===== src/hw/rtl/gmuf_pkg.sv =====
// gmuf_pkg: shared constants for the grid maze union-find block.
// Beat layouts, wall direction codes and controller state codes.
// No dependencies.
package gmuf_pkg;

  // Stream beat widths (fields packed from bit 0, padded to whole bytes)
  localparam int unsigned IN_DATA_W  = 16;
  localparam int unsigned OUT_DATA_W = 32;

  // Input field widths
  localparam int unsigned ROW_W = 4;
  localparam int unsigned COL_W = 4;
  localparam int unsigned DIR_W = 2;

  // Output field widths
  localparam int unsigned CELL_W   = 8;
  localparam int unsigned REGION_W = 9;

  // Wall direction codes
  localparam logic [DIR_W-1:0] DIR_UP    = 2'd0;
  localparam logic [DIR_W-1:0] DIR_RIGHT = 2'd1;
  localparam logic [DIR_W-1:0] DIR_DOWN  = 2'd2;
  localparam logic [DIR_W-1:0] DIR_LEFT  = 2'd3;

  // Controller state codes
  localparam int unsigned ST_W = 3;
  localparam logic [ST_W-1:0] ST_INIT = 3'd0;  // label memory clearing pass
  localparam logic [ST_W-1:0] ST_IDLE = 3'd1;  // waiting for an input beat
  localparam logic [ST_W-1:0] ST_RDF  = 3'd2;  // read label of chosen cell
  localparam logic [ST_W-1:0] ST_RDT  = 3'd3;  // read label of neighbor
  localparam logic [ST_W-1:0] ST_CMP  = 3'd4;  // compare the two labels
  localparam logic [ST_W-1:0] ST_SCAN = 3'd5;  // relabel sweep over all cells
  localparam logic [ST_W-1:0] ST_EMIT = 3'd6;  // load the output register

endpackage


===== src/hw/rtl/grid_maze_union_find_top.sv =====
// grid_maze_union_find_top: maze carving by Kruskal merging with a quick-find
// region label memory. Depends on gmuf_pkg (beat widths, state and direction codes).
//
// Usage:
//   Input stream (in_*): one beat names a cell (row, column) and a wall direction.
//   Output stream (out_*): exactly one beat per input beat, in order, reporting
//   whether the wall was broken, the two cell indices, the region count and a
//   completion flag.
//   Order: a beat that tries no merge (border, outside the grid, or maze
//   complete) goes straight to the emit state; one whose two cells already
//   share a region first passes two label reads and a compare; one that
//   merges two regions then runs the relabel sweep, which reads each label
//   entry once and rewrites those that hold the neighbor's label.
//   Throughput: one item at a time; in_tready is high only when no item is in
//   work, so a merging item occupies the block for its whole relabel sweep.
//   Reset: rst_n low clears control state; afterwards a clearing pass writes
//   every label with its own cell index, with in_tready low. The region count
//   restarts at WIDTH*HEIGHT.
//   Stall: the result sits in an output register; if out_tready stays low the
//   block still accepts one more beat and finishes it, then holds until the
//   output register is free.
module grid_maze_union_find_top #(
  parameter int unsigned WIDTH  = 16,
  parameter int unsigned HEIGHT = 16
) (
  input  logic                              clk,
  input  logic                              rst_n,
  // in_tdata: row [3:0], column [7:4], direction [9:8], zero [15:10]
  input  logic                              in_tvalid,
  output logic                              in_tready,
  input  logic [gmuf_pkg::IN_DATA_W-1:0]    in_tdata,
  // out_tdata: wall_broken [0], cell_from [8:1], cell_to [16:9],
  //            regions_left [25:17], complete [26], zero [31:27]
  output logic                              out_tvalid,
  input  logic                              out_tready,
  output logic [gmuf_pkg::OUT_DATA_W-1:0]   out_tdata
);

  localparam int unsigned CELLS = WIDTH * HEIGHT;
  localparam int unsigned IDXW  = $clog2(CELLS);
  localparam int unsigned CW    = $clog2(CELLS + 1);
  localparam int unsigned SW    = IDXW + 1;
  // Width that holds row*WIDTH+column for any 4-bit row and column
  localparam int unsigned FW    = $clog2(16 * WIDTH + 16);
  localparam int unsigned LW0   = (FW > IDXW) ? FW : IDXW;
  localparam int unsigned LW    = (LW0 > gmuf_pkg::CELL_W) ? LW0 : gmuf_pkg::CELL_W;
  localparam int unsigned CXW   = (CW > gmuf_pkg::REGION_W) ? CW : gmuf_pkg::REGION_W;
  localparam int unsigned PADW  = gmuf_pkg::OUT_DATA_W - 1 - 2 * gmuf_pkg::CELL_W
                                  - gmuf_pkg::REGION_W - 1;

  // Label memory: one read port with registered data, one write port
  logic [IDXW-1:0] lbl_mem [CELLS];
  logic            mem_we;
  logic [IDXW-1:0] mem_waddr;
  logic [IDXW-1:0] mem_wdata;
  logic [IDXW-1:0] mem_raddr;
  logic [IDXW-1:0] rd_data_r;

  always_ff @(posedge clk) begin
    if (mem_we) begin
      lbl_mem[mem_waddr] <= mem_wdata;
    end
    rd_data_r <= lbl_mem[mem_raddr];
  end

  // Control and payload registers
  logic [gmuf_pkg::ST_W-1:0] state_r, state_nxt;
  logic [SW-1:0]             scan_r, scan_nxt;
  logic                      pend_r, pend_nxt;
  logic [IDXW-1:0]           pend_addr_r, pend_addr_nxt;
  logic [CW-1:0]             count_r, count_nxt;
  logic [LW-1:0]             from_r, from_nxt;
  logic [LW-1:0]             to_r, to_nxt;
  logic                      broken_r, broken_nxt;
  logic [IDXW-1:0]           lf_r, lf_nxt;
  logic [IDXW-1:0]           lt_r, lt_nxt;
  logic                      out_valid_r, out_valid_nxt;
  logic [gmuf_pkg::OUT_DATA_W-1:0] out_data_r, out_data_nxt;

  // Input field decode
  logic [gmuf_pkg::ROW_W-1:0] in_row;
  logic [gmuf_pkg::COL_W-1:0] in_col;
  logic [gmuf_pkg::DIR_W-1:0] in_dir;
  logic [LW-1:0]              row_x, col_x, from_c, to_c;
  logic                       in_grid, nb_exists, do_merge;

  assign in_row = in_tdata[3:0];
  assign in_col = in_tdata[7:4];
  assign in_dir = in_tdata[9:8];
  assign row_x  = LW'(in_row);
  assign col_x  = LW'(in_col);
  assign from_c = LW'(row_x * LW'(WIDTH)) + col_x;
  assign in_grid = (row_x < LW'(HEIGHT)) && (col_x < LW'(WIDTH));

  // Neighbor index and existence
  always_comb begin
    nb_exists = 1'b0;
    to_c      = from_c;
    unique case (in_dir)
      gmuf_pkg::DIR_UP: begin
        nb_exists = (in_row != '0);
        to_c      = from_c - LW'(WIDTH);
      end
      gmuf_pkg::DIR_RIGHT: begin
        nb_exists = ((col_x + LW'(1)) < LW'(WIDTH));
        to_c      = from_c + LW'(1);
      end
      gmuf_pkg::DIR_DOWN: begin
        nb_exists = ((row_x + LW'(1)) < LW'(HEIGHT));
        to_c      = from_c + LW'(WIDTH);
      end
      gmuf_pkg::DIR_LEFT: begin
        nb_exists = (in_col != '0);
        to_c      = from_c - LW'(1);
      end
      default: begin
        nb_exists = 1'b0;
        to_c      = from_c;
      end
    endcase
  end

  assign do_merge = in_grid && nb_exists && (count_r > CW'(1));

  // Result beat built from the finished item
  logic [CXW-1:0] count_x;
  logic [gmuf_pkg::CELL_W-1:0] cell_to_c;
  assign count_x   = CXW'(count_r);
  assign cell_to_c = broken_r ? to_r[gmuf_pkg::CELL_W-1:0] : '0;

  // Next-state logic
  always_comb begin
    state_nxt     = state_r;
    scan_nxt      = scan_r;
    pend_nxt      = pend_r;
    pend_addr_nxt = pend_addr_r;
    count_nxt     = count_r;
    from_nxt      = from_r;
    to_nxt        = to_r;
    broken_nxt    = broken_r;
    lf_nxt        = lf_r;
    lt_nxt        = lt_r;
    out_data_nxt  = out_data_r;
    out_valid_nxt = out_valid_r && !out_tready;
    mem_we        = 1'b0;
    mem_waddr     = scan_r[IDXW-1:0];
    mem_wdata     = scan_r[IDXW-1:0];
    mem_raddr     = scan_r[IDXW-1:0];
    in_tready     = (state_r == gmuf_pkg::ST_IDLE);

    unique case (state_r)
      gmuf_pkg::ST_INIT: begin
        // write each label with its own index
        mem_we   = 1'b1;
        scan_nxt = scan_r + SW'(1);
        if (scan_r == SW'(CELLS - 1)) begin
          scan_nxt  = '0;
          state_nxt = gmuf_pkg::ST_IDLE;
        end
      end
      gmuf_pkg::ST_IDLE: begin
        if (in_tvalid) begin
          from_nxt   = from_c;
          to_nxt     = to_c;
          broken_nxt = 1'b0;
          state_nxt  = do_merge ? gmuf_pkg::ST_RDF : gmuf_pkg::ST_EMIT;
        end
      end
      gmuf_pkg::ST_RDF: begin
        mem_raddr = from_r[IDXW-1:0];
        state_nxt = gmuf_pkg::ST_RDT;
      end
      gmuf_pkg::ST_RDT: begin
        mem_raddr = to_r[IDXW-1:0];
        lf_nxt    = rd_data_r;
        state_nxt = gmuf_pkg::ST_CMP;
      end
      gmuf_pkg::ST_CMP: begin
        if (rd_data_r == lf_r) begin
          state_nxt = gmuf_pkg::ST_EMIT;
        end else begin
          lt_nxt    = rd_data_r;
          scan_nxt  = '0;
          pend_nxt  = 1'b0;
          state_nxt = gmuf_pkg::ST_SCAN;
        end
      end
      gmuf_pkg::ST_SCAN: begin
        // read entry scan_r, rewrite the entry read in the previous cycle if it holds lt_r
        mem_waddr = pend_addr_r;
        mem_wdata = lf_r;
        mem_we    = pend_r && (rd_data_r == lt_r);
        if (scan_r < SW'(CELLS)) begin
          scan_nxt      = scan_r + SW'(1);
          pend_nxt      = 1'b1;
          pend_addr_nxt = scan_r[IDXW-1:0];
        end else begin
          pend_nxt   = 1'b0;
          scan_nxt   = '0;
          count_nxt  = count_r - CW'(1);
          broken_nxt = 1'b1;
          state_nxt  = gmuf_pkg::ST_EMIT;
        end
      end
      gmuf_pkg::ST_EMIT: begin
        if (!out_valid_r || out_tready) begin
          out_valid_nxt = 1'b1;
          out_data_nxt  = {PADW'(0),
                           (count_r == CW'(1)),
                           count_x[gmuf_pkg::REGION_W-1:0],
                           cell_to_c,
                           from_r[gmuf_pkg::CELL_W-1:0],
                           broken_r};
          state_nxt     = gmuf_pkg::ST_IDLE;
        end
      end
      default: begin
        state_nxt = gmuf_pkg::ST_IDLE;
      end
    endcase
  end

  // Control state
  always_ff @(posedge clk) begin
    if (!rst_n) begin
      state_r     <= gmuf_pkg::ST_INIT;
      scan_r      <= '0;
      pend_r      <= 1'b0;
      count_r     <= CW'(CELLS);
      out_valid_r <= 1'b0;
    end else begin
      state_r     <= state_nxt;
      scan_r      <= scan_nxt;
      pend_r      <= pend_nxt;
      count_r     <= count_nxt;
      out_valid_r <= out_valid_nxt;
    end
  end

  // Payload registers
  always_ff @(posedge clk) begin
    pend_addr_r <= pend_addr_nxt;
    from_r      <= from_nxt;
    to_r        <= to_nxt;
    broken_r    <= broken_nxt;
    lf_r        <= lf_nxt;
    lt_r        <= lt_nxt;
    out_data_r  <= out_data_nxt;
  end

  assign out_tvalid = out_valid_r;
  assign out_tdata  = out_data_r;

endmodule

===== config.mk =====
export PLATFORM = sky130hd
export DESIGN_NAME = grid_maze_union_find_top
export DESIGN_NICKNAME = d
export VERILOG_FILES = /design/src/hw/rtl/gmuf_pkg.sv /design/src/hw/rtl/grid_maze_union_find_top.sv
export SDC_FILE = /design/constraint.sdc
export NUM_CORES = 2
export LEC_CHECK = 0
export ABC_AREA = 1
export BUFFER_PORTS_ARGS = -buffer_cell sky130_fd_sc_hd__buf_4
export CORE_MARGIN = 5
export CORE_UTILIZATION = 56
export CTS_CLUSTER_SIZE = 12
export DETAILED_ROUTE_END_ITERATION = 12
export PLACE_DENSITY = 0.75
export SYNTH_ARGS = -nofsm -noshare
export SYNTH_HDL_FRONTEND = slang
export SYNTH_SLANG_ARGS = --single-unit

===== constraint.sdc =====
create_clock -name clk -period 13 [get_ports clk]
set_input_delay 2.6 -clock clk [delete_from_list [all_inputs] [get_ports clk]]
set_output_delay 2.6 -clock clk [all_outputs]
set_load 0.01 [all_outputs]

==> flow_metrics.env <==
export IMPL_die_h_um=424
export IMPL_cpPeakStageDelay_ns=0.95
export IMPL_routed_wirelength_mm=252
export IMPL_cp_depth=14
export IMPL_drt_first_pass_iters=7
export IMPL_whs_ns=0.438
export IMPL_ys_seq_area_share_pct=66.8
export IMPL_nFillCells=13007
export IMPL_area_growth_syn_to_layout_pct=7.53
export IMPL_rsz0062_at_grt="no"
export IMPL_via_per_inst=6.04
export IMPL_r2r_start="state_r[1]$_SDFFE_PN0P_"
export IMPL_syn_area_per_cell_um2=10.5
export IMPL_num_rows=152
export IMPL_vdd_ir_drop_max_v=0.000109
export IMPL_vias=67609
export IMPL_r2r_end="rd_data_r[2]$_DFF_P_"
export IMPL_stdcell_area_mm2=0.103
export IMPL_period_needed_ns=5.57
export IMPL_cts_resized=0
export IMPL_mostFrequentLayoutCell="edfxtp_1"
export IMPL_fin_crit_sh_pct=42.9
export IMPL_hpwl_mm=133
export IMPL_clock_sinks=2147
export IMPL_clk_pin_slew_worst_paths_ns=0.06
export IMPL_grt_pass1_wl_mm=383
export IMPL_crit_family="simple AND/OR/NAND/NOR gates"
export IMPL_drt_drc_violations_left=0
export IMPL_hold_class="reg2reg"
export IMPL_reg2reg_depth=14
export IMPL_crit_top_cell="nand3_1"
export IMPL_start_kind="flop"
export IMPL_end_kind="flop"
export IMPL_p_leak_nw=41.5
export IMPL_cts_setup_buffers=0
export IMPL_clock_skew_ns=0.0385
export IMPL_cts_buffers_inserted=209
export IMPL_drv_slew=0
export IMPL_cts_tree="built"
export IMPL_finalHoldViolCount=0
export IMPL_grt_max_degree=215
export IMPL_worstPathCellList="nand3_2 -> inv_2 -> nand2_1 -> nand3_4 -> buf_4 -> buf_4 -> nand3_1 -> nand3_1 -> nand3_1 -> nand3_1 -> nand3_1 -> nand3_1 -> nand3_1 -> nand2_1"
export IMPL_ys_ff_latch=2147
export IMPL_grt_use_total_pct=27.6
export IMPL_worst_pin_slew_ns=1.23
export IMPL_totalPowerFinal_mw=14.1
export IMPL_path_buf_inv=3
export IMPL_layout_cells_most_common_list="edfxtp_1, inv_1, nand3_1, nand2_1, nand4_1"
export IMPL_die_area_mm2=0.180
export IMPL_power_density_mw_per_mm2=137
export IMPL_setup_viol=0
export IMPL_grt_pass1_vias=65035
export IMPL_final_nets=8871
export IMPL_cp_max_fo=79
export IMPL_clock_latency_ns=0.86
export IMPL_r2r_setup_slack_ns=7.43
export IMPL_placed_area_mm2=0.0972
export IMPL_crit_path_end="rd_data_r[2]$_DFF_P_"
export IMPL_avgRoutedWirePerCell_um=22.5
export IMPL_ys_warn_count=0
export IMPL_cts_root_buf="clkbuf_16"
export IMPL_synth_area_mm2=0.0960
export IMPL_die_w_um=424
export IMPL_ios=54
export IMPL_critPathLaunch="state_r[1]$_SDFFE_PN0P_"
export IMPL_htreeDepth=4
export IMPL_setup_tns_final_ns=0
export IMPL_antenna_found_initial=7
export IMPL_drtIter0Drc=9171
export IMPL_fmax_mhz=179
export IMPL_clk_path_buf_depth=3
export IMPL_cp_slowest_cell="buf_4"
export IMPL_critical_path_class="reg2reg"
export IMPL_max_cap_viol_count=0
export IMPL_critical_path_arrival_ns=6.37
export IMPL_coreArea_mm2=0.171
export IMPL_antenna_left=0
export IMPL_start_util_pct=56.1
export IMPL_synth_cells=9131
export IMPL_cts_hold_buffers=0
export IMPL_grt_ovfl_total=0
export IMPL_layout_setup_ws_ns=7.43
export IMPL_portBuffers=42
export IMPL_yosysUniqueCellTypes=46
export IMPL_outcome="completed"
export IMPL_drive_above_1_share_pct=4.82
export IMPL_max_slew_margin_rel_pct=17.8
export IMPL_critical_path_required_ns=13.80
export IMPL_place_ws_ns=7.71
export IMPL_gp_congestion=0.898
==> area by class of cell <==
cell class / count / area, um^2 / area share (%)
well taps: 2233 / 2790 / 2.71
inverters: 1774 / 6670 / 6.46
clock buffers: 284 / 5630 / 5.45
repair buffers: 132 / 1220 / 1.18
clock inverters: 47 / 382 / 0.370
flip-flops and latches: 2147 / 64200 / 62.2
diodes: 3 / 7.51 / 0.00727
multi-input cells: 4574 / 22400 / 21.7
==> cells by family (layout without fill, tap and decap cells) <==
kind of cell | Yosys count | after routing | synth area share (%)
compound gates | 479 | 479 | 2.71
xor+xnor | 13 | 13 | 0.119
fa+ha+maj | 13 | 13 | 0.185
buf+inv | 2414 | 2237 | 10.0
flops | 2147 | 2147 | 66.8
other cells | 1 | 8 | 0.00391
simple gates | 4064 | 4064 | 20.1
==> worst min-delay path by stage <==
stage | start | endpoint | slack, ns | depth (start not counted)
floorplan | broken_r$_DFFE_PP_ | out_tdata[0]$_DFFE_PP_ | 0.42 | 0
global placement | from_r[5]$_DFFE_PP_ | out_tdata[6]$_DFFE_PP_ | 0.43 | 0
detailed placement | from_r[5]$_DFFE_PP_ | out_tdata[6]$_DFFE_PP_ | 0.43 | 0
CTS | from_r[4]$_DFFE_PP_ | out_tdata[5]$_DFFE_PP_ | 0.43 | 0
global route | from_r[4]$_DFFE_PP_ | out_tdata[5]$_DFFE_PP_ | 0.45 | 0
finish | from_r[4]$_DFFE_PP_ | out_tdata[5]$_DFFE_PP_ | 0.44 | 0
==> registers in the layout, summed over array words and instances (netlist names), 9 cells and up <==
name       flops
out_tdata     27
scan_r         9
lbl_mem     2048
count_r        9
==> metal layers <==
| metal | track usage [%] | vias to the layer above | share of wire, % |
|---|---|---|---|
| li1 | - | 30499 | - |
| met1 | 36.7 | 32140 | 37 |
| met2 | 43.2 | 4221 | 46 |
| met3 | 5.91 | 739 | 11 |
| met4 | 14.0 | 10 | 5.2 |
| met5 | 0 | - | 0.026 |
==> worst reg2reg max path, cell delays in order, from the launching register on <==
cell and delay [ns]:
dfxtp_1 0.56, nand3_2 0.19, inv_2 0.30, nand2_1 0.17, nand3_4 0.73, buf_4 0.85
buf_4 1.03, nand3_1 0.26, nand3_1 0.15, nand3_1 0.16, nand3_1 0.17, nand3_1 0.22
nand3_1 0.26, nand3_1 0.30, nand2_1 0.17
==> metrics by stage <==
| step | std cells | utilization, % |
|---|---|---|
| 6_report | 11194 | 60.4 |
| 5_1_grt | 11191 | 60.4 |
| 4_1_cts | 11191 | 60.4 |
| 3_5_place_dp | 10860 | 56.9 |
| 3_3_place_gp | 10860 | 56.9 |
| 2_1_floorplan | 9135 | - |
==> synthesized netlist by cell type, drive strengths merged <==
library cell  count  share of area (%)
a211oi            6              0.047
a21oi            78               0.41
a22o              2              0.018
a22oi             4              0.031
a311oi            1             0.0091
and3              1             0.0065
buf             337                1.9
clkbuf          303                1.2
conb              1             0.0039
dfxtp            31               0.65
edfxtp         2116                 66
fa                2              0.042
ha               11               0.14
inv            1774                6.9
nand2          1325                5.2
nand3          1707                8.9
nand3b            1             0.0078
nand4           699                4.6
nor2            314                1.3
nor3             12              0.091
o211ai           55               0.44
o21a              1             0.0078
o21ai           330                1.7
o22ai             1             0.0065
o41ai             1             0.0091
or2               5              0.033
xnor2             5              0.046
xor2              8              0.073
==> power by group <==
part,switching [mW],internal [mW]
logic,0.748,0.255
registers,0.0136,7.57
clock network,2.48,3.05
Power figures use the tool's default switching activity.
